==> src/hdl/acet_pkg.sv <==
// Shared types, constants and helper functions of the color escape block.
package acet_pkg;

    localparam int MAX_BODY_DEF = 31;
    localparam int ADDR_W       = 4;
    localparam int DATA_W       = 32;

    localparam logic [7:0] CH_NUL  = 8'h00;
    localparam logic [7:0] CH_ESC  = 8'h1B;
    localparam logic [7:0] CH_LB   = 8'h5B;
    localparam logic [7:0] CH_M    = 8'h6D;
    localparam logic [7:0] CH_SEMI = 8'h3B;
    localparam logic [7:0] CH_0    = 8'h30;
    localparam logic [7:0] CH_9    = 8'h39;

    localparam logic [3:0] INITIAL_FG_RST = 4'h2;
    localparam logic [3:0] INITIAL_BG_RST = 4'h0;
    localparam logic [3:0] SGR_FG_RST     = 4'h7;
    localparam logic [3:0] SGR_BG_RST     = 4'h0;

    typedef enum logic [1:0] {
        REG_INITIAL_FG = 2'd0,
        REG_INITIAL_BG = 2'd1,
        REG_SGR_FG     = 2'd2,
        REG_SGR_BG     = 2'd3
    } reg_idx_t;

    typedef struct packed {
        logic [3:0] initial_fg;
        logic [3:0] initial_bg;
        logic [3:0] sgr_fg;
        logic [3:0] sgr_bg;
    } cfg_t;

    // Source of the character loaded into the output register
    typedef enum logic [2:0] {
        SEL_ESC      = 3'd0,
        SEL_LB       = 3'd1,
        SEL_HELD     = 3'd2,
        SEL_BYTE_IN  = 3'd3,
        SEL_BYTE_REG = 3'd4
    } cell_sel_t;

    // Cells one byte causes, in emission order:
    // ESC, '[', held bytes, the byte itself, a trailing ESC
    typedef struct packed {
        logic pre_esc;
        logic pre_lb;
        logic emit_b;
        logic post_esc;
    } plan_t;

    typedef struct packed {
        logic      accept;
        logic      load;
        cell_sel_t sel;
        logic      last;
        logic      idx_inc;
    } ctrl_cmd_t;

    typedef struct packed {
        plan_t plan_now;
        plan_t plan_held;
        logic  held_any;
        logic  held_more;
        logic  out_free;
    } dp_status_t;

    // ANSI color order to PC palette order
    function automatic logic [2:0] pc_map(input logic [2:0] ansi);
        logic [2:0] pc;
        case (ansi)
            3'd0:    pc = 3'd0;
            3'd1:    pc = 3'd4;
            3'd2:    pc = 3'd2;
            3'd3:    pc = 3'd6;
            3'd4:    pc = 3'd1;
            3'd5:    pc = 3'd5;
            3'd6:    pc = 3'd3;
            3'd7:    pc = 3'd7;
            default: pc = 3'd0;
        endcase
        return pc;
    endfunction

endpackage

==> src/hdl/acet_in_if.sv <==
// Text byte channel: valid/ready handshake carrying one byte and its end mark.
interface acet_in_if;
    logic       valid;
    logic       ready;
    logic [7:0] char_in;
    logic       buffer_end;

    modport source (output valid, output char_in, output buffer_end, input ready);
    modport sink   (input valid, input char_in, input buffer_end, output ready);
endinterface

==> src/hdl/acet_out_if.sv <==
// Character cell channel: valid/ready handshake carrying one colored cell.
interface acet_out_if;
    logic       valid;
    logic       ready;
    logic [7:0] char_out;
    logic [3:0] fg_out;
    logic [3:0] bg_out;
    logic       run_end;

    modport source (output valid, output char_out, output fg_out, output bg_out,
                    output run_end, input ready);
    modport sink   (input valid, input char_out, input fg_out, input bg_out,
                    input run_end, output ready);
endinterface

==> src/hdl/acet_cfg.sv <==
// APB register file holding the four color configuration registers.
module acet_cfg (
    input  logic                       clk,
    input  logic                       rst_n,
    input  logic                       psel,
    input  logic                       penable,
    input  logic                       pwrite,
    input  logic [acet_pkg::ADDR_W-1:0] paddr,
    input  logic [acet_pkg::DATA_W-1:0] pwdata,
    output logic [acet_pkg::DATA_W-1:0] prdata,
    output logic                       pready,
    output acet_pkg::cfg_t             cfg
);

    acet_pkg::cfg_t     cfg_reg;
    acet_pkg::cfg_t     cfg_next;
    acet_pkg::reg_idx_t idx;
    logic [3:0]         rd_val;
    logic               wr_en;

    assign idx    = acet_pkg::reg_idx_t'(paddr[3:2]);
    assign wr_en  = psel && penable && pwrite;
    assign pready = 1'b1;
    assign cfg    = cfg_reg;

    always_comb
    begin
        cfg_next = cfg_reg;
        rd_val   = 4'h0;
        case (idx)
            acet_pkg::REG_INITIAL_FG:
            begin
                rd_val = cfg_reg.initial_fg;
                if (wr_en)
                begin
                    cfg_next.initial_fg = pwdata[3:0];
                end
            end
            acet_pkg::REG_INITIAL_BG:
            begin
                rd_val = cfg_reg.initial_bg;
                if (wr_en)
                begin
                    cfg_next.initial_bg = pwdata[3:0];
                end
            end
            acet_pkg::REG_SGR_FG:
            begin
                rd_val = cfg_reg.sgr_fg;
                if (wr_en)
                begin
                    cfg_next.sgr_fg = pwdata[3:0];
                end
            end
            acet_pkg::REG_SGR_BG:
            begin
                rd_val = cfg_reg.sgr_bg;
                if (wr_en)
                begin
                    cfg_next.sgr_bg = pwdata[3:0];
                end
            end
            default:
            begin
                rd_val = 4'h0;
            end
        endcase
    end

    assign prdata = {{(acet_pkg::DATA_W-4){1'b0}}, rd_val};

    always_ff @(posedge clk or negedge rst_n)
    begin
        if (!rst_n)
        begin
            cfg_reg.initial_fg <= acet_pkg::INITIAL_FG_RST;
            cfg_reg.initial_bg <= acet_pkg::INITIAL_BG_RST;
            cfg_reg.sgr_fg     <= acet_pkg::SGR_FG_RST;
            cfg_reg.sgr_bg     <= acet_pkg::SGR_BG_RST;
        end
        else
        begin
            cfg_reg <= cfg_next;
        end
    end

endmodule

==> src/hdl/acet_ctrl.sv <==
// Emission sequencer: takes bytes and steps through the cells each one causes.
module acet_ctrl (
    input  logic                   clk,
    input  logic                   rst_n,
    input  logic                   in_valid,
    output logic                   in_ready,
    input  acet_pkg::dp_status_t   status,
    output acet_pkg::ctrl_cmd_t    cmd
);

    typedef enum logic [4:0] {
        ST_RUN  = 5'b00001,
        ST_LB   = 5'b00010,
        ST_HELD = 5'b00100,
        ST_BYTE = 5'b01000,
        ST_POST = 5'b10000
    } state_t;

    state_t state_reg;
    state_t state_next;
    state_t nxt;

    // First remaining cell kind decides the next state; none left means RUN
    function automatic state_t pick(input logic lb, input logic held,
                                    input logic byt, input logic post);
        state_t s;
        if (lb)
        begin
            s = ST_LB;
        end
        else if (held)
        begin
            s = ST_HELD;
        end
        else if (byt)
        begin
            s = ST_BYTE;
        end
        else if (post)
        begin
            s = ST_POST;
        end
        else
        begin
            s = ST_RUN;
        end
        return s;
    endfunction

    always_comb
    begin
        state_next  = state_reg;
        nxt         = ST_RUN;
        in_ready    = 1'b0;
        cmd.accept  = 1'b0;
        cmd.load    = 1'b0;
        cmd.sel     = acet_pkg::SEL_ESC;
        cmd.idx_inc = 1'b0;
        case (state_reg)
            ST_RUN:
            begin
                in_ready = status.out_free;
                if (in_valid && status.out_free)
                begin
                    cmd.accept = 1'b1;
                    if (status.plan_now.pre_esc)
                    begin
                        cmd.load = 1'b1;
                        cmd.sel  = acet_pkg::SEL_ESC;
                        nxt = status.plan_now.pre_lb ? ST_LB :
                              pick(1'b0, 1'b0, status.plan_now.emit_b,
                                   status.plan_now.post_esc);
                    end
                    else if (status.plan_now.emit_b)
                    begin
                        cmd.load = 1'b1;
                        cmd.sel  = acet_pkg::SEL_BYTE_IN;
                        nxt = pick(1'b0, 1'b0, 1'b0, status.plan_now.post_esc);
                    end
                    else if (status.plan_now.post_esc)
                    begin
                        cmd.load = 1'b1;
                        cmd.sel  = acet_pkg::SEL_ESC;
                        nxt = ST_RUN;
                    end
                    state_next = nxt;
                end
            end
            ST_LB:
            begin
                if (status.out_free)
                begin
                    cmd.load = 1'b1;
                    cmd.sel  = acet_pkg::SEL_LB;
                    nxt = pick(1'b0, status.held_any, status.plan_held.emit_b,
                               status.plan_held.post_esc);
                    state_next = nxt;
                end
            end
            ST_HELD:
            begin
                if (status.out_free)
                begin
                    cmd.load    = 1'b1;
                    cmd.sel     = acet_pkg::SEL_HELD;
                    cmd.idx_inc = 1'b1;
                    nxt = pick(1'b0, status.held_more, status.plan_held.emit_b,
                               status.plan_held.post_esc);
                    state_next = nxt;
                end
            end
            ST_BYTE:
            begin
                if (status.out_free)
                begin
                    cmd.load = 1'b1;
                    cmd.sel  = acet_pkg::SEL_BYTE_REG;
                    nxt = pick(1'b0, 1'b0, 1'b0, status.plan_held.post_esc);
                    state_next = nxt;
                end
            end
            ST_POST:
            begin
                if (status.out_free)
                begin
                    cmd.load = 1'b1;
                    cmd.sel  = acet_pkg::SEL_ESC;
                    nxt = ST_RUN;
                    state_next = nxt;
                end
            end
            default:
            begin
                state_next = ST_RUN;
            end
        endcase
        cmd.last = cmd.load && (nxt == ST_RUN);
    end

    always_ff @(posedge clk or negedge rst_n)
    begin
        if (!rst_n)
        begin
            state_reg <= ST_RUN;
        end
        else
        begin
            state_reg <= state_next;
        end
    end

endmodule

==> src/hdl/acet_dp.sv <==
// Escape parser state, held body bytes and the registered output cell.
module acet_dp #(
    parameter int MAX_BODY = acet_pkg::MAX_BODY_DEF
) (
    input  logic                 clk,
    input  logic                 rst_n,
    input  acet_pkg::cfg_t       cfg,
    input  logic [7:0]           char_in,
    input  logic                 buffer_end,
    input  acet_pkg::ctrl_cmd_t  cmd,
    output acet_pkg::dp_status_t status,
    output logic                 out_valid,
    input  logic                 out_ready,
    output logic [7:0]           char_out,
    output logic [3:0]           fg_out,
    output logic [3:0]           bg_out,
    output logic                 run_end
);

    localparam int HCW = $clog2(MAX_BODY + 1);
    localparam int AW  = $clog2(MAX_BODY);
    localparam logic [HCW-1:0] MAX_CNT = HCW'(MAX_BODY);

    typedef enum logic [3:0] {
        M_IDLE  = 4'b0001,
        M_ESC   = 4'b0010,
        M_BODY  = 4'b0100,
        M_DRAIN = 4'b1000
    } mode_t;

    mode_t            mode_reg,     mode_next;
    logic             buf_start_reg, buf_start_next;
    logic [3:0]       act_fg_reg,   act_fg_next;
    logic [3:0]       act_bg_reg,   act_bg_next;
    logic [3:0]       pend_fg_reg,  pend_fg_next;
    logic [3:0]       pend_bg_reg,  pend_bg_next;
    logic [7:0]       pval_reg,     pval_next;
    logic [1:0]       pflag_reg,    pflag_next;
    logic [HCW-1:0]   count_reg,    count_next;
    acet_pkg::plan_t  plan_reg,     plan_next;
    logic [HCW-1:0]   held_n_reg,   held_n_next;
    logic [HCW-1:0]   idx_reg,      idx_next;
    logic             out_valid_reg, out_valid_next;

    logic [7:0]       mem [MAX_BODY];
    logic [7:0]       rd_reg;
    logic [7:0]       byte_reg;
    logic [7:0]       char_reg;
    logic [3:0]       fg_reg;
    logic [3:0]       bg_reg;
    logic             run_end_reg;

    logic [3:0]       act_fg_e, act_bg_e, pend_fg_e, pend_bg_e;
    logic [3:0]       apl_fg, apl_bg;
    logic [11:0]      acc;
    logic [7:0]       digit_sat;
    logic             is_digit;
    logic             wr_en;
    logic [7:0]       cell_char;
    acet_pkg::plan_t  plan_now;

    // A new buffer starts from the configured colors
    assign act_fg_e  = buf_start_reg ? cfg.initial_fg : act_fg_reg;
    assign act_bg_e  = buf_start_reg ? cfg.initial_bg : act_bg_reg;
    assign pend_fg_e = buf_start_reg ? cfg.initial_fg : pend_fg_reg;
    assign pend_bg_e = buf_start_reg ? cfg.initial_bg : pend_bg_reg;

    assign acc = ({4'b0, pval_reg} << 3) + ({4'b0, pval_reg} << 1) + {8'b0, char_in[3:0]};
    assign digit_sat = (acc > 12'd255) ? 8'hFF : acc[7:0];
    assign is_digit  = char_in inside {[acet_pkg::CH_0:acet_pkg::CH_9]};

    // Apply the parameter collected so far to the pending colors
    always_comb
    begin
        apl_fg = pend_fg_e;
        apl_bg = pend_bg_e;
        if (pflag_reg[0])
        begin
            if (pval_reg inside {[8'd30:8'd37]})
            begin
                apl_fg = {1'b0, acet_pkg::pc_map(3'(pval_reg - 8'd30))};
            end
            else if (pval_reg inside {[8'd90:8'd97]})
            begin
                apl_fg = {1'b1, acet_pkg::pc_map(3'(pval_reg - 8'd90))};
            end
            else if (pval_reg inside {[8'd40:8'd47]})
            begin
                apl_bg = {1'b0, acet_pkg::pc_map(3'(pval_reg - 8'd40))};
            end
            else if (pval_reg inside {[8'd100:8'd107]})
            begin
                apl_bg = {1'b1, acet_pkg::pc_map(3'(pval_reg - 8'd100))};
            end
            else if (pval_reg == 8'd0)
            begin
                apl_fg = cfg.sgr_fg;
                apl_bg = cfg.sgr_bg;
            end
        end
    end

    // Parser update and cell plan for the byte on the input
    always_comb
    begin
        mode_next      = mode_reg;
        buf_start_next = buf_start_reg;
        act_fg_next    = act_fg_reg;
        act_bg_next    = act_bg_reg;
        pend_fg_next   = pend_fg_reg;
        pend_bg_next   = pend_bg_reg;
        pval_next      = pval_reg;
        pflag_next     = pflag_reg;
        count_next     = count_reg;
        held_n_next    = '0;
        wr_en          = 1'b0;
        plan_now       = '0;

        act_fg_next  = act_fg_e;
        act_bg_next  = act_bg_e;
        pend_fg_next = pend_fg_e;
        pend_bg_next = pend_bg_e;
        if (!cmd.accept)
        begin
            act_fg_next  = act_fg_reg;
            act_bg_next  = act_bg_reg;
            pend_fg_next = pend_fg_reg;
            pend_bg_next = pend_bg_reg;
        end

        case (mode_reg)
            M_IDLE:
            begin
                if (char_in == acet_pkg::CH_NUL)
                begin
                    mode_next = M_DRAIN;
                end
                else if (char_in == acet_pkg::CH_ESC)
                begin
                    mode_next = M_ESC;
                end
                else
                begin
                    plan_now.emit_b = 1'b1;
                end
            end
            M_ESC:
            begin
                if (char_in == acet_pkg::CH_LB)
                begin
                    mode_next    = M_BODY;
                    pend_fg_next = act_fg_e;
                    pend_bg_next = act_bg_e;
                    pval_next    = '0;
                    pflag_next   = '0;
                    count_next   = '0;
                end
                else
                begin
                    plan_now.pre_esc = 1'b1;
                    mode_next = M_IDLE;
                    if (char_in == acet_pkg::CH_NUL)
                    begin
                        mode_next = M_DRAIN;
                    end
                    else if (char_in == acet_pkg::CH_ESC)
                    begin
                        mode_next = M_ESC;
                    end
                    else
                    begin
                        plan_now.emit_b = 1'b1;
                    end
                end
            end
            M_BODY:
            begin
                if (char_in == acet_pkg::CH_NUL)
                begin
                    plan_now.pre_esc = 1'b1;
                    plan_now.pre_lb  = 1'b1;
                    held_n_next = count_reg;
                    mode_next   = M_DRAIN;
                    pval_next   = '0;
                    pflag_next  = '0;
                    count_next  = '0;
                end
                else if (char_in == acet_pkg::CH_M)
                begin
                    act_fg_next  = apl_fg;
                    act_bg_next  = apl_bg;
                    pend_fg_next = apl_fg;
                    pend_bg_next = apl_bg;
                    mode_next    = M_IDLE;
                    pval_next    = '0;
                    pflag_next   = '0;
                    count_next   = '0;
                end
                else if (count_reg >= MAX_CNT)
                begin
                    // Body overflow: flush, then treat the byte as plain text
                    plan_now.pre_esc = 1'b1;
                    plan_now.pre_lb  = 1'b1;
                    held_n_next = count_reg;
                    pval_next   = '0;
                    pflag_next  = '0;
                    count_next  = '0;
                    mode_next   = M_IDLE;
                    if (char_in == acet_pkg::CH_ESC)
                    begin
                        mode_next = M_ESC;
                    end
                    else
                    begin
                        plan_now.emit_b = 1'b1;
                    end
                end
                else
                begin
                    wr_en      = 1'b1;
                    count_next = count_reg + HCW'(1);
                    if (char_in == acet_pkg::CH_SEMI)
                    begin
                        pend_fg_next = apl_fg;
                        pend_bg_next = apl_bg;
                        pval_next    = '0;
                        pflag_next   = '0;
                    end
                    else if (is_digit)
                    begin
                        pflag_next[0] = 1'b1;
                        if (!pflag_reg[1])
                        begin
                            pval_next = digit_sat;
                        end
                    end
                    else
                    begin
                        pflag_next = 2'b11;
                    end
                end
            end
            M_DRAIN:
            begin
                mode_next = M_DRAIN;
            end
            default:
            begin
                mode_next = M_IDLE;
            end
        endcase

        if (buffer_end)
        begin
            if (mode_next == M_ESC)
            begin
                plan_now.post_esc = 1'b1;
            end
            else if (mode_next == M_BODY)
            begin
                // Open body at the end: flush it, the byte itself goes last
                plan_now.pre_esc = 1'b1;
                plan_now.pre_lb  = 1'b1;
                if (mode_reg == M_BODY)
                begin
                    held_n_next = count_reg;
                    plan_now.emit_b = 1'b1;
                end
            end
            mode_next      = M_IDLE;
            pval_next      = '0;
            pflag_next     = '0;
            count_next     = '0;
            buf_start_next = 1'b1;
        end
        else
        begin
            buf_start_next = 1'b0;
        end

        if (!cmd.accept)
        begin
            mode_next      = mode_reg;
            buf_start_next = buf_start_reg;
            pval_next      = pval_reg;
            pflag_next     = pflag_reg;
            count_next     = count_reg;
            act_fg_next    = act_fg_reg;
            act_bg_next    = act_bg_reg;
            pend_fg_next   = pend_fg_reg;
            pend_bg_next   = pend_bg_reg;
            wr_en          = 1'b0;
        end
    end

    assign plan_next = cmd.accept ? plan_now : plan_reg;
    assign idx_next  = cmd.accept  ? '0 :
                       cmd.idx_inc ? idx_reg + HCW'(1) : idx_reg;

    assign status.plan_now  = plan_now;
    assign status.plan_held = plan_reg;
    assign status.held_any  = (held_n_reg != '0);
    assign status.held_more = ((idx_reg + HCW'(1)) != held_n_reg);
    assign status.out_free  = !out_valid_reg || out_ready;

    always_comb
    begin
        case (cmd.sel)
            acet_pkg::SEL_ESC:      cell_char = acet_pkg::CH_ESC;
            acet_pkg::SEL_LB:       cell_char = acet_pkg::CH_LB;
            acet_pkg::SEL_HELD:     cell_char = rd_reg;
            acet_pkg::SEL_BYTE_IN:  cell_char = char_in;
            acet_pkg::SEL_BYTE_REG: cell_char = byte_reg;
            default:                cell_char = acet_pkg::CH_ESC;
        endcase
    end

    assign out_valid_next = cmd.load ? 1'b1 : (out_ready ? 1'b0 : out_valid_reg);

    always_ff @(posedge clk or negedge rst_n)
    begin
        if (!rst_n)
        begin
            mode_reg      <= M_IDLE;
            buf_start_reg <= 1'b1;
            act_fg_reg    <= acet_pkg::INITIAL_FG_RST;
            act_bg_reg    <= acet_pkg::INITIAL_BG_RST;
            pend_fg_reg   <= acet_pkg::INITIAL_FG_RST;
            pend_bg_reg   <= acet_pkg::INITIAL_BG_RST;
            pval_reg      <= '0;
            pflag_reg     <= '0;
            count_reg     <= '0;
            plan_reg      <= '0;
            held_n_reg    <= '0;
            idx_reg       <= '0;
            out_valid_reg <= 1'b0;
        end
        else
        begin
            mode_reg      <= mode_next;
            buf_start_reg <= buf_start_next;
            act_fg_reg    <= act_fg_next;
            act_bg_reg    <= act_bg_next;
            pend_fg_reg   <= pend_fg_next;
            pend_bg_reg   <= pend_bg_next;
            pval_reg      <= pval_next;
            pflag_reg     <= pflag_next;
            count_reg     <= count_next;
            plan_reg      <= plan_next;
            held_n_reg    <= cmd.accept ? held_n_next : held_n_reg;
            idx_reg       <= idx_next;
            out_valid_reg <= out_valid_next;
        end
    end

    // Body store; the read runs one index ahead of the emitter
    always_ff @(posedge clk)
    begin
        if (wr_en)
        begin
            mem[count_reg[AW-1:0]] <= char_in;
        end
        rd_reg <= mem[idx_next[AW-1:0]];
        if (cmd.accept)
        begin
            byte_reg <= char_in;
        end
        if (cmd.load)
        begin
            char_reg    <= cell_char;
            fg_reg      <= cmd.accept ? act_fg_e : act_fg_reg;
            bg_reg      <= cmd.accept ? act_bg_e : act_bg_reg;
            run_end_reg <= cmd.last;
        end
    end

    assign out_valid = out_valid_reg;
    assign char_out  = char_reg;
    assign fg_out    = fg_reg;
    assign bg_out    = bg_reg;
    assign run_end   = run_end_reg;

endmodule

==> src/hdl/ansi_color_escape_to_text_cells_top.sv <==
// Top level: SGR color escapes in a byte stream to colored character cells.
// A byte's first cell, if it causes any, is loaded into the output register as it is accepted.
// Throughput: one byte per cycle for plain text and escape bodies unless the output
//   stalls; a byte that causes more than one cell holds the input until its last cell
//   is loaded, the sequencer emitting one cell a cycle while the output takes them.
// Reset (rst_n low, asynchronous): registers take their defaults, parser goes idle,
//   colors load from initial_fg/initial_bg on the first byte of every buffer.
module ansi_color_escape_to_text_cells_top #(
    parameter int MAX_BODY = acet_pkg::MAX_BODY_DEF
) (
    input  logic                        clk,
    input  logic                        rst_n,
    acet_in_if.sink                     text_in,
    acet_out_if.source                  cell_out,
    input  logic                        psel,
    input  logic                        penable,
    input  logic                        pwrite,
    input  logic [acet_pkg::ADDR_W-1:0] paddr,
    input  logic [acet_pkg::DATA_W-1:0] pwdata,
    output logic [acet_pkg::DATA_W-1:0] prdata,
    output logic                        pready
);

    // Configuration registers; the user must write them only while the stream is
    // quiet, so the parser samples them directly; the block does not enforce this.
    acet_pkg::cfg_t       cfg;

    // Controller to datapath: which cell to load next, when to take a beat.
    acet_pkg::ctrl_cmd_t  cmd;

    // Datapath to controller: cell plan of the current byte, the latched plan of
    // the byte being expanded, held-byte progress and output slot status.
    acet_pkg::dp_status_t status;

    acet_cfg u_cfg (
        .clk     (clk),
        .rst_n   (rst_n),
        .psel    (psel),
        .penable (penable),
        .pwrite  (pwrite),
        .paddr   (paddr),
        .pwdata  (pwdata),
        .prdata  (prdata),
        .pready  (pready),
        .cfg     (cfg)
    );

    // Sequencer: takes a beat only when the output slot is free and no cells
    // of the previous byte remain; then walks ESC, '[', held bytes, the byte
    // and a trailing ESC as the plan asks.
    acet_ctrl u_ctrl (
        .clk      (clk),
        .rst_n    (rst_n),
        .in_valid (text_in.valid),
        .in_ready (text_in.ready),
        .status   (status),
        .cmd      (cmd)
    );

    // Parser, body store and output register. The output register decouples
    // the sides: a new beat is taken in the same cycle the waiting cell leaves.
    acet_dp #(
        .MAX_BODY (MAX_BODY)
    ) u_dp (
        .clk        (clk),
        .rst_n      (rst_n),
        .cfg        (cfg),
        .char_in    (text_in.char_in),
        .buffer_end (text_in.buffer_end),
        .cmd        (cmd),
        .status     (status),
        .out_valid  (cell_out.valid),
        .out_ready  (cell_out.ready),
        .char_out   (cell_out.char_out),
        .fg_out     (cell_out.fg_out),
        .bg_out     (cell_out.bg_out),
        .run_end    (cell_out.run_end)
    );

endmodule

==> src/flat_wrapper.sv <==
// flat-port wrapper written by rule: the top's interface ports become plain ports
module ansi_color_escape_to_text_cells_top_flat 
#(
    parameter int MAX_BODY = acet_pkg::MAX_BODY_DEF
)
  (clk, rst_n, psel, penable, pwrite, paddr, pwdata, prdata, pready, text_in_valid, text_in_char_in, text_in_buffer_end, text_in_ready, cell_out_valid, cell_out_char_out, cell_out_fg_out, cell_out_bg_out, cell_out_run_end, cell_out_ready);
  acet_in_if text_in_i ();
  acet_out_if cell_out_i ();
  input  logic clk;
  input  logic rst_n;
  input  logic psel;
  input  logic penable;
  input  logic pwrite;
  input  logic [acet_pkg::ADDR_W-1:0] paddr;
  input  logic [acet_pkg::DATA_W-1:0] pwdata;
  output logic [acet_pkg::DATA_W-1:0] prdata;
  output logic pready;
  input wire logic [$bits(text_in_i.valid)-1:0] text_in_valid;
  input wire logic [$bits(text_in_i.char_in)-1:0] text_in_char_in;
  input wire logic [$bits(text_in_i.buffer_end)-1:0] text_in_buffer_end;
  output wire logic [$bits(text_in_i.ready)-1:0] text_in_ready;
  output wire logic [$bits(cell_out_i.valid)-1:0] cell_out_valid;
  output wire logic [$bits(cell_out_i.char_out)-1:0] cell_out_char_out;
  output wire logic [$bits(cell_out_i.fg_out)-1:0] cell_out_fg_out;
  output wire logic [$bits(cell_out_i.bg_out)-1:0] cell_out_bg_out;
  output wire logic [$bits(cell_out_i.run_end)-1:0] cell_out_run_end;
  input wire logic [$bits(cell_out_i.ready)-1:0] cell_out_ready;
  assign text_in_i.valid = text_in_valid;
  assign text_in_i.char_in = text_in_char_in;
  assign text_in_i.buffer_end = text_in_buffer_end;
  assign text_in_ready = text_in_i.ready;
  assign cell_out_valid = cell_out_i.valid;
  assign cell_out_char_out = cell_out_i.char_out;
  assign cell_out_fg_out = cell_out_i.fg_out;
  assign cell_out_bg_out = cell_out_i.bg_out;
  assign cell_out_run_end = cell_out_i.run_end;
  assign cell_out_i.ready = cell_out_ready;
  ansi_color_escape_to_text_cells_top #(.MAX_BODY(MAX_BODY)) u_core (.clk(clk), .rst_n(rst_n), .text_in(text_in_i), .cell_out(cell_out_i), .psel(psel), .penable(penable), .pwrite(pwrite), .paddr(paddr), .pwdata(pwdata), .prdata(prdata), .pready(pready));
endmodule
==> config.mk <==
export PLATFORM = sky130hd
export DESIGN_NAME = ansi_color_escape_to_text_cells_top_flat
export DESIGN_NICKNAME = d
export VERILOG_FILES = /design/src/hdl/acet_pkg.sv /design/src/hdl/acet_in_if.sv /design/src/hdl/acet_out_if.sv /design/src/hdl/acet_cfg.sv /design/src/hdl/acet_ctrl.sv /design/src/hdl/acet_dp.sv /design/src/hdl/ansi_color_escape_to_text_cells_top.sv /design/src/flat_wrapper.sv
export SDC_FILE = /design/constraint.sdc
export NUM_CORES = 1
export LEC_CHECK = 0
export ABC_AREA = 0
export ABC_CLOCK_PERIOD_IN_PS = 4100
export BUFFER_PORTS_ARGS = -buffer_cell sky130_fd_sc_hd__buf_2
export CORE_AREA = 2 2 175 177
export DETAILED_ROUTE_END_ITERATION = 7
export DIE_AREA = 0 0 177 179
export PLACE_DENSITY = 0.86
export SLEW_MARGIN = 20
export SYNTH_ARGS = -nofsm -noshare
export SYNTH_HDL_FRONTEND = slang
export SYNTH_SLANG_ARGS = --single-unit
==> constraint.sdc <==
create_clock -name clk -period 4.1 [get_ports clk]
set_input_delay 0.82 -clock clk [delete_from_list [all_inputs] [get_ports clk]]
set_output_delay 0.82 -clock clk [all_outputs]
set_load 0.01 [all_outputs]
After elaboration in Yosys (flattened, before gate mapping)
Memories as Yosys holds them, arrays and structs flattened. A register that Yosys moved wholly into a read port is not among the register bits.
Cells that the tools add are included.
{ "totals": {"ff_bits": 95, "mem_bits_rw": 248, "rom_bits": 96, "input_bits": 52, "word_cells": 249, "memories": 5} }
{ "op_classes": {"n_addsub": 8, "order_cmp": 12, "n_eq_ne": 33, "muxes": 141, "n_reduce_logical": 25} }
{ "mem_list": {"columns": ["memory", "words", "word_bits", "read_ports", "rd_clocked_by_memory_dff", "write_ports", "line_no", "source"], "rows": [
  ["u_core.u_dp.mem", 31, 8, 1, 1, 1, "acet_dp.sv:45", "logic [7:0] mem [MAX_BODY];"],
  ["(name not given)", 8, 3, 1, 0, 0, "acet_pkg.sv:72", "case (ansi)"],
  ["(name not given)", 8, 3, 1, 0, 0, "acet_pkg.sv:72", null],
  ["(name not given)", 8, 3, 1, 0, 0, "acet_pkg.sv:72", null],
  ["(name not given)", 8, 3, 1, 0, 0, "acet_pkg.sv:72", null]
]} }
{ "op_table": {"columns": ["op", "count"], "rows": [
  ["two-way mux 4 bit", 50],
  ["two-way mux 5 bit", 34],
  ["two-way mux 8 bit", 9],
  ["one-hot mux 4 bit (4 select lines)", 2],
  ["one-hot mux 8 bit (4 select lines)", 1],
  ["one-hot mux 5 bit (5 select lines)", 1],
  ["<= comparator 8 x 6 -> 1 bit (second input constant)", 3],
  ["two-way mux 1 bit", 23],
  ["!= test 7 bit (second input constant)", 3],
  ["one-hot mux 4 bit (5 select lines)", 1],
  ["one-hot mux 5 bit (4 select lines)", 1],
  ["equality test 8 x 7 -> 1 bit (second input constant)", 2],
  [">= comparator 8 x 6 -> 1 bit (second input constant)", 2],
  [">= comparator 8 x 7 -> 1 bit (second input constant)", 2],
  ["<= comparator 8 x 7 -> 1 bit (second input constant)", 2],
  ["logical NOT 8 bit", 2],
  ["two-way mux 2 bit", 8],
  ["one-hot mux 4 bit (2 select lines)", 2],
  ["one-hot mux 8 bit (2 select lines)", 1],
  ["adder 11 x 9 -> 12 bit", 1],
  ["adder 12 x 4 -> 12 bit", 1],
  ["greater-than comparator 12 x 8 -> 1 bit (second input constant)", 1],
  ["two-way mux 3 bit", 4],
  ["adder 5 x 1 -> 5 bit (second input constant)", 2],
  ["other kinds (39)", 61]
]} }

Logic depth before layout (Yosys ltp)
Gate-level depths: netlist of run 1.
{ "depth": {"word_depth": 18, "depth_mapped": 11, "ltp_nobuf": 11} }

By module
A second synthesis of run 1 with hierarchy kept.
{ "hier_totals": {"cells_unflattened": 1268, "area_unflattened_um2": 16633.5} }
{ "by_module_without_submodules": {"columns": ["module", "instances", "cells_each", "area_each_um2"], "rows": [
  ["acet_dp", 1, 1116, 15065.7],
  ["acet_cfg", 1, 75, 1006.0],
  ["acet_ctrl", 1, 77, 561.8]
]} }

Least setup slack after synthesis of run 1
OpenSTA, ideal clock, no wires.
{ "synth_path": {"path_kind": "in2reg", "startpoint": "input port text_in_char_in[3]", "endpoint": "register u_core.u_dp.pval_reg[4]", "setup_ps": 124, "arrival_time_ps": 3116, "required_ps": 3976, "slack_ps": 860, "cell_stages": 10, "n_path_buf": 0, "cell_sequence": "fa_1 inv_1 fa_1 nor2b_1 o21a_1 o21ai_0 a2111oi_0 mux2i_1 o31ai_1 nand2_1"} }
{ "synth_via": {"elab_chain_len": 11} }
{ "synth_lines": {"columns": ["item", "line_no", "source"], "rows": [
  ["start, declared", "flat_wrapper.sv:19", "input wire logic [$bits(text_in_i.char_in)-1:0] text_in_char_in;"],
  ["adder 12 x 4 -> 12 bit", "acet_dp.sv:68", "assign acc = ({4'b0, pval_reg} << 3) + ({4'b0, pval_reg} << 1) + {8'b0, char_in[3:0]};"],
  ["greater-than comparator 12 x 8 -> 1 bit", "acet_dp.sv:69", "assign digit_sat = (acc > 12'd255) ? 8'hFF : acc[7:0];"],
  ["two-way mux 8 bit", "acet_dp.sv:69", null],
  ["two-way mux 8 bit", "acet_dp.sv:232", "if (!pflag_reg[1])"],
  ["two-way mux 8 bit", "acet_dp.sv:229", "else if (is_digit)"],
  ["two-way mux 8 bit", "acet_dp.sv:222", "if (char_in == acet_pkg::CH_SEMI)"],
  ["two-way mux 8 bit", "acet_dp.sv:199", "else if (count_reg >= MAX_CNT)"],
  ["two-way mux 8 bit", "acet_dp.sv:188", "else if (char_in == acet_pkg::CH_M)"],
  ["two-way mux 8 bit", "acet_dp.sv:178", "if (char_in == acet_pkg::CH_NUL)"],
  ["one-hot mux 8 bit (2 select lines)", "acet_dp.sv:131", "case (mode_reg)"],
  ["two-way mux 8 bit", "acet_dp.sv:253", "if (buffer_end)"],
  ["end signal, assigned", "acet_dp.sv:346", "pval_reg <= pval_next;"],
  ["end, declared", "acet_dp.sv:37", "logic [7:0] pval_reg, pval_next;"]
]} }
Several ways; a longest one is shown, not always the timed one. The select of a mux whose other input is x is not followed.
A chain may end at the register's enable or synchronous reset.

Worst setup path in the final report of run 1
{ "layout_path": {"startpoint": "register u_core.u_dp.count_reg[0]", "endpoint": "memory u_core.u_dp.mem[12][0], enable pin"} }
{ "layout_via": {"elab_chain_len": 8} }
{ "layout_lines": {"columns": ["item", "line_no", "source"], "rows": [
  ["start, declared", "acet_dp.sv:39", "logic [HCW-1:0] count_reg, count_next;"],
  ["start signal, assigned", "acet_dp.sv:348", "count_reg <= count_next;"],
  [">= comparator 5 bit", "acet_dp.sv:199", null],
  ["two-way mux 1 bit", "acet_dp.sv:199", null],
  ["two-way mux 1 bit", "acet_dp.sv:188", null],
  ["two-way mux 1 bit", "acet_dp.sv:178", null],
  ["two-way mux 1 bit", "acet_dp.sv:131", null],
  ["two-way mux 1 bit", "acet_dp.sv:281", "if (!cmd.accept)"],
  ["two-way mux 1 bit", "acet_dp.sv:359", "if (wr_en)"],
  ["two-way mux 1 bit (not written as such)", "acet_dp.sv:361", "mem[count_reg[AW-1:0]] <= char_in;"],
  ["end, declared", "acet_dp.sv:45", null]
]} }
Several ways; a longest one is shown, not always the timed one.

==> results of run 1 <==
==> layer usage <==
| layer | up-vias | share of wire (%) | global-route usage (%) |
|---|---|---|---|
| li1 | 6200 | - | - |
| met1 | 6796 | 38 | 39.2 |
| met2 | 887 | 48 | 48.6 |
| met3 | 164 | 9.9 | 5.34 |
| met4 | 0 | 4.3 | 12.8 |
| met5 | - | 0 | 0 |
==> synth_stat cells, types with 13 or more instances <==
cell / n / area, sq um
edfxtp_1: 273 / 8200
nand2_1: 126 / 473
nand3_1: 90 / 450
mux2i_1: 84 / 841
nor2_1: 82 / 308
o21ai_0: 81 / 405
clkbuf_1: 68 / 255
dfrtp_1: 61 / 1530
a21oi_1: 54 / 270
o22ai_1: 52 / 325
mux2_2: 43 / 484
nand2b_1: 42 / 263
buf_4: 35 / 263
o221ai_1: 32 / 280
inv_1: 31 / 116
o31ai_1: 31 / 233
a22oi_1: 30 / 225
buf_2: 29 / 145
nor3_1: 26 / 130
nor4_1: 25 / 156
ha_1: 23 / 288
a31oi_1: 19 / 119
o22a_1: 19 / 166
o32ai_1: 18 / 158
nand4_1: 13 / 81.3
==> power by group <==
| group | internal [W] | switching [W] |
|---|---|---|
| combinational | 0.000234 | 0.000363 |
| clock | 0.00201 | 0.00140 |
| sequential | 0.00398 | 0.000107 |
==> worst min-delay path by stage <==
stage	endpoint	cells after the start
finish	u_core.u_dp.idx_reg[1]	1
CTS	u_core.u_cfg.cfg[8]	1
detailed placement	u_core.u_dp.pend_fg_reg[1]	2
floorplan	u_core.u_dp.pend_fg_reg[1]	2
global placement	u_core.u_dp.pend_fg_reg[1]	2
global route	u_core.u_dp.act_fg_reg[2]	1
==> cell type report <==
cell class              count  area (sq um)  share of cell area (%)
diodes                      2          5.00                  0.0250
clock buffers              53           986                    4.92
clock inverters            13           241                    1.20
inverters                  32           120                   0.599
multi-input cells        1106          7470                    37.2
flip-flops and latches    351         10100                    50.5
well taps                 396           495                    2.47
repair buffers             93           616                    3.07
==> cells by family after synthesis <==
kind of cell	after synthesis	share of synthesized area [%]
AO/OA/AOI/OAI	420	15.9
multiplexers	132	7.85
other	2	0.0410
buffers and inverters	175	4.62
AND/OR/NAND/NOR	484	13.8
XOR/XNOR	16	0.765
adder cells (fa/ha/maj)	25	1.79
flip-flops	351	55.2
==> through the flow <==
step                area [sq um]  setup slack [ns]  instances  total power, W
CTS                        20100             0.260       2044         0.00809
finish                     20100             0.180       2046         0.00809
global placement           18800             0.425       1978         0.00471
floorplan                  18400             0.860       1632         0.00452
detailed placement         18800             0.358       1978         0.00474
global route               20100           0.00312       2046         0.00832
==> summary.md, run 1 <==
| Metric | Value |
|---|---|
| TritonRoute pass-1 iters | `8` |
| Skew-Pair Late Insertion Delay | `0.55 ns` |
| Max incr delay on CP | `0.84 ns` |
| P_leak | `7.15 nW` |
| Detailed placement HPWL | `around 30000 um` |
| Via count | `roughly 14000` |
| H-tree levels | `2` |
| Max Cap Viol | `0` |
| Worst EP arrival | `around 4.1 ns` |
| Worst R2R Path Depth | `8` |
| Mean Syn Cell Area | `approximately 11 sq um` |
| Final Net Count | `~1700` |
| Critical Path End Type | `flip-flop` |
| Post-CTS Setup Repair Bufs | `0` |
| Antenna viol nets, final | `0` |
| Clk root buf | `clkbuf_16` |
| FF-to-FF setup slack | `between 0.15 and 0.2 ns` |
| Setup CP Type | `flip-flop to flip-flop` |
| Synth Register Bits | `roughly 350` |
| PwrDens | `403 nW/um^2` |
| Final period util | `95.6%` |
| R2r startpoint | `u_core.u_dp.count_reg[0]` |
| Synthesized instance count | `between 1500 and 2000` |
| Layout Skew | `~0.037 ns` |
| Final setup fails | `0` |
| Routed length per instance | `around 23 um` |
| Critical path cell sequence | `ha_1 -> and3_1 -> ha_1 -> a31oi_2 -> nand3_1 -> nor2_1 -> nand2_1 -> nor2_1` |
| Clk slew on worst S/H paths | `around 0.060 ns` |
| Clk buf depth | `3` |
| Hold Vio Cnt, Final | `0` |
| Ports | `104` |
| Top Family by Delay on Critical Path | `simple AND/OR/NAND/NOR gates` |
| Crit path buffers/inverters | `0` |
| Vias/cell | `roughly 6.9` |
| Initial core utilization | `between 60% and 70%` |
| Synth Cell Area | `around 18000 sq um` |
| Most common cell after layout, fill and taps aside | `edfxtp_1` |
| Least-Margin Pin Slew | `1.06 ns` |
| Row cnt | `64` |
| Worst Setup SP | `u_core.u_dp.count_reg[0]` |
| CP max stage cell | `nor2_1` |
| Critical R2R Capture | `u_core.u_dp.mem[12][0]` |
| Final max-slew violation count | `0` |
| Number of fillers in the final layout | `a little over 2000` |
| PortBufs | `44` |
| Area grow syn2layout | `9.46%` |
| First-pass GRT wire length | `73100 um` |
| Tmin final | `slightly below 4 ns` |
| Area of the core | `about 30000 sq um` |
| GP Congestion | `0.908` |
| GR Util All Layers | `a little under 30%` |
| Worst Setup EP | `u_core.u_dp.mem[12][0]` |
| Total grt overflow | `0` |
| Max FFs per register | `248` |
| Worst vdd ir | `0.000378 V` |
| Layout cells sized above 1 | `approximately 15%` |
| Drt total wl | `between 40000 and 50000 um` |
| Die W | `between 150 and 200 um` |
| Setup TNS | `0 ns` |
| Initial DRC Count | `roughly 2000` |
| Critical path peak fanout | `10` |
| Die ar. | `31700 sq um` |
| Post-synth EDFFs | `about 270` |
| Register area share after synthesis | `a little under three fifths` |
| Cts bufs inserted | `36` |
| CTS tree | `built` |
| Fin util | `between 60 and 70%` |
| DRC violations left | `0` |
| Commonest non-fill, non-tap cells in the layout | `edfxtp_1 (273), nand2_1 (126), nand3_1 (90)` |
| Die Y | `179 um` |
| Critical path depth | `8` |
| RSZ-0062 raised after global routing | `false` |
| Unique masters post-synth | `91` |
| Resized Gates After CTS | `0` |
| Antenna violations before repair | `3` |
| # hold bufs at CTS | `0` |
| Worst endpoint required time | `4.27 ns` |
| Clock sink total | `~350` |
| Rel. slew slack | `between 20% and 30%` |
| Max Fclk | `~260 MHz` |
| Hold slack final | `roughly 0.44 ns` |
| Outcome | `finished clean` |
| Syn. warnings | `0` |
| Worst Setup Start Kind | `flip-flop` |
| Largest net degree at the start of global routing | `84` |
| Main synth FF type | `edfxtp_1` |
| Fraction of registers with async set/reset | `19.9%` |
| Vias in the first global route | `13400` |
| Hold Crit Class | `input port to asynchronous set/reset pin` |
Power figures use the tool's default switching activity.
==> run 2: changes to the inputs <==
- CORE_AREA: 2 2 175 177 -> 2 2 247 127
- DIE_AREA: 0 0 177 179 -> 0 0 249 129
- GPL_TIMING_DRIVEN: not set -> 0
==> run 2 against run 1 <==
Against the previous run:
- design area grew 1.5%
- largest power group unchanged
- hold slack lost 0.27 ns
- non-clock buffer count grew 93
- setup slack lost 0.24 ns
- critical endpoint is now u_core.u_dp.mem[24][6]
- the flow now finishes with violations (setup timing)
- global-route usage grew 6.7 points
- critical path type unchanged
- largest cell class unchanged
- fmax shrank 5.7%
- sequential share of layout area shrank 0.76 points
- register-to-register slack lost 0.24 ns
- routed wire length grew 24%
- combinational power grew 17%
==> summary.md, run 2 (synthesis results as in run 1) <==
| Metric | Value |
|---|---|
| RSZ-0062 raised after global routing | `true` |
| Hold Vio Cnt, Final | `0 (unchanged)` |
| Failing checks | `setup timing` |
| Ports | `104 (unchanged)` |
| Initial core utilization | `61.3% (+0.27 points)` |
| Max Fclk | `241 MHz (-5.7%)` |
| Initial DRC Count | `2926 (+46%)` |
| Clk slew on worst S/H paths | `0.07 ns (about the same)` |
| Setup WS post-layout | `-0.0571 ns (-0.237 ns)` |
| Tmin final | `4.16 ns (+0.237 ns)` |
| Antenna viol nets, final | `0 (unchanged)` |
| Detailed placement HPWL | `41400 um (+40%)` |
| Via count | `15200 (+8.4%)` |
| Rel. slew slack | `22.3% (-7.3 points)` |
| Drt total wl | `58500 um (+24%)` |
| Layout cells sized above 1 | `15.7% (+1.2 points)` |
| PwrDens | `395 nW/um^2 (-2.2%)` |
| Fin util | `68.1% (+1.3 points)` |
| R2r startpoint | `u_core.u_dp.count_reg[3]` |
| Outcome | `complete, but fails checks` |
| Cts bufs inserted | `34 (-5.6%)` |
| CTS tree | `built` |
| Final max-slew violation count | `0 (unchanged)` |
| Vias/cell | `7.13 (+3.8%)` |
| Metal2 WL | `21500 um (-5.2%)` |
| Hold Crit Class | `input port to asynchronous set/reset pin` |
| Critical R2R Capture | `u_core.u_dp.mem[24][6]` |
| P_leak | `7.30 nW (+2.1%)` |
| GP Congestion | `1.01 (+12%)` |
| Critical path peak fanout | `10 (unchanged)` |
| H-tree levels | `2 (unchanged)` |
| Max Cap Viol | `0 (unchanged)` |
| Antenna diodes | `0 (-2)` |
| Clock sink total | `351 (unchanged)` |
| WL met3 | `11900 um (+150%)` |
| DR top layer | `met4` |
| Worst vdd ir | `0.000347 V (-8.3%)` |
| Worst endpoint required time | `4.28 ns (about the same)` |
| Final period util | `101% (+5.8 points)` |
| Setup CP Type | `flip-flop to flip-flop` |
| Area grow syn2layout | `11.1%` |
| Die Y | `129 um (-28%)` |
| Vias in the first global route | `13900 (+3.4%)` |
| Largest net degree at the start of global routing | `52 (-38%)` |
| Worst EP arrival | `4.33 ns (+0.24 ns)` |
| Die ar. | `32100 sq um (+1.4%)` |
| Placed Area | `19200 sq um (+1.8%)` |
| Commonest non-fill, non-tap cells in the layout | `edfxtp_1 (273), nand2_1 (126), nand3_1 (90)` |
| Routed length per instance | `27.4 um (+19%)` |
| Total grt overflow | `0 (unchanged)` |
| Clk root buf | `clkbuf_16` |
| Worst R2R Path Depth | `8 (unchanged)` |
| Worst Setup Start Kind | `flip-flop` |
| Final Net Count | `1788 (+5.4%)` |
| Area of the core | `29900 sq um (-0.44%)` |
| GR Util All Layers | `36.4% (+6.7 points)` |
| Die W | `249 um (+41%)` |
| Critical Path End Type | `flip-flop` |
| Max FFs per register | `248 (unchanged)` |
| Most common cell after layout, fill and taps aside | `edfxtp_1` |
| First-pass GRT wire length | `86900 um (+19%)` |
| DRC violations left | `0 (unchanged)` |
| Layout Skew | `0.0246 ns (-0.0121 ns)` |
| Hold slack final | `0.168 ns (-0.268 ns)` |
| Antenna violations before repair | `2 (-1)` |
| Clk buf depth | `3 (unchanged)` |
| Row cnt | `45 (-30%)` |
| PortBufs | `42 (-4.5%)` |
| FF-to-FF setup slack | `-0.06 ns (-0.24 ns)` |
| Least-Margin Pin Slew | `1.15 ns (+0.0937 ns)` |
| M1 WL | `24200 um (+36%)` |
| TritonRoute pass-1 iters | `8 (unchanged)` |
| Dpl ws | `-0.533 ns (-0.892 ns)` |
| Skew-Pair Late Insertion Delay | `0.55 ns (about the same)` |
| Final instance area | `20400 sq um (+1.5%)` |
| Final setup fails | `43 (+43)` |
run 2: worst max path at each step:
stage / startpoint / to / cells after the start
final: u_core.u_dp.count_reg[3] / u_core.u_dp.mem[24][6] / 8
after detailed placement: text_in_char_in[3] / u_core.u_dp.bg_out[2] / 7
after global routing: u_core.u_dp.count_reg[3] / u_core.u_dp.mem[24][6] / 8
after CTS: u_core.u_dp.count_reg[3] / u_core.u_dp.mem[22][0] / 8
after floorplan: text_in_char_in[3] / u_core.u_dp.pval_reg[4] / 10
after global placement: text_in_char_in[3] / u_core.u_dp.bg_out[2] / 7
run 2: area by class of cell:
class | instances | area, sq um
inverter | 32 | 120
buffer | 143 | 727
tap | 399 | 499
timing repair buffer | 43 | 240
multi-input combinational | 1106 | 7540
clock inverter | 21 | 240
fill | 2158 | 9540
sequential | 351 | 10100
clock buffer | 41 | 877
run 2: stage by stage:
step | setup TNS, ns | cells | power [W]
floorplan | 0 | 1632 | 0.00452
global placement | -39.49 | 2073 | 0.00479
detailed placement | -56.85 | 2074 | 0.00482
CTS | -5.20 | 2136 | 0.00798
global route | -0.219 | 2136 | 0.00820
finish | -1.19 | 2136 | 0.00804
run 2: what timing repair did:
action                                  4_1_cts  5_1_grt
endpoints found under the setup margin      114      269
hold buffers                                  0        0
buffers inserted                              0        0
endpoints found under the hold margin         0        0
gates resized for setup                       9       14
run 2: critical path, stage by stage (launching register included):
cell      delay (ns)
dfrtp_1         0.48
clkbuf_1        0.29
and3_1          0.26
ha_1            0.23
a31oi_4         0.46
nand3_1         0.35
nor2_1          0.44
nand2_1         0.62
nor2_2          0.64
run 2: routing by layer:
layer  track usage [%]  up-vias
met3              18.6       95
li1                  -     6383
met1              56.6     7376
met4              6.60        0
met2              44.4     1370
met5                 0        -
run 2: report_power, final:
| part | internal [W] | leakage (nW) | switching [W] |
|---|---|---|---|
| logic | 0.000249 | 3.32 | 0.000447 |
| registers | 0.00398 | 3.43 | 0.000119 |
| clock network | 0.00181 | 0.548 | 0.00143 |
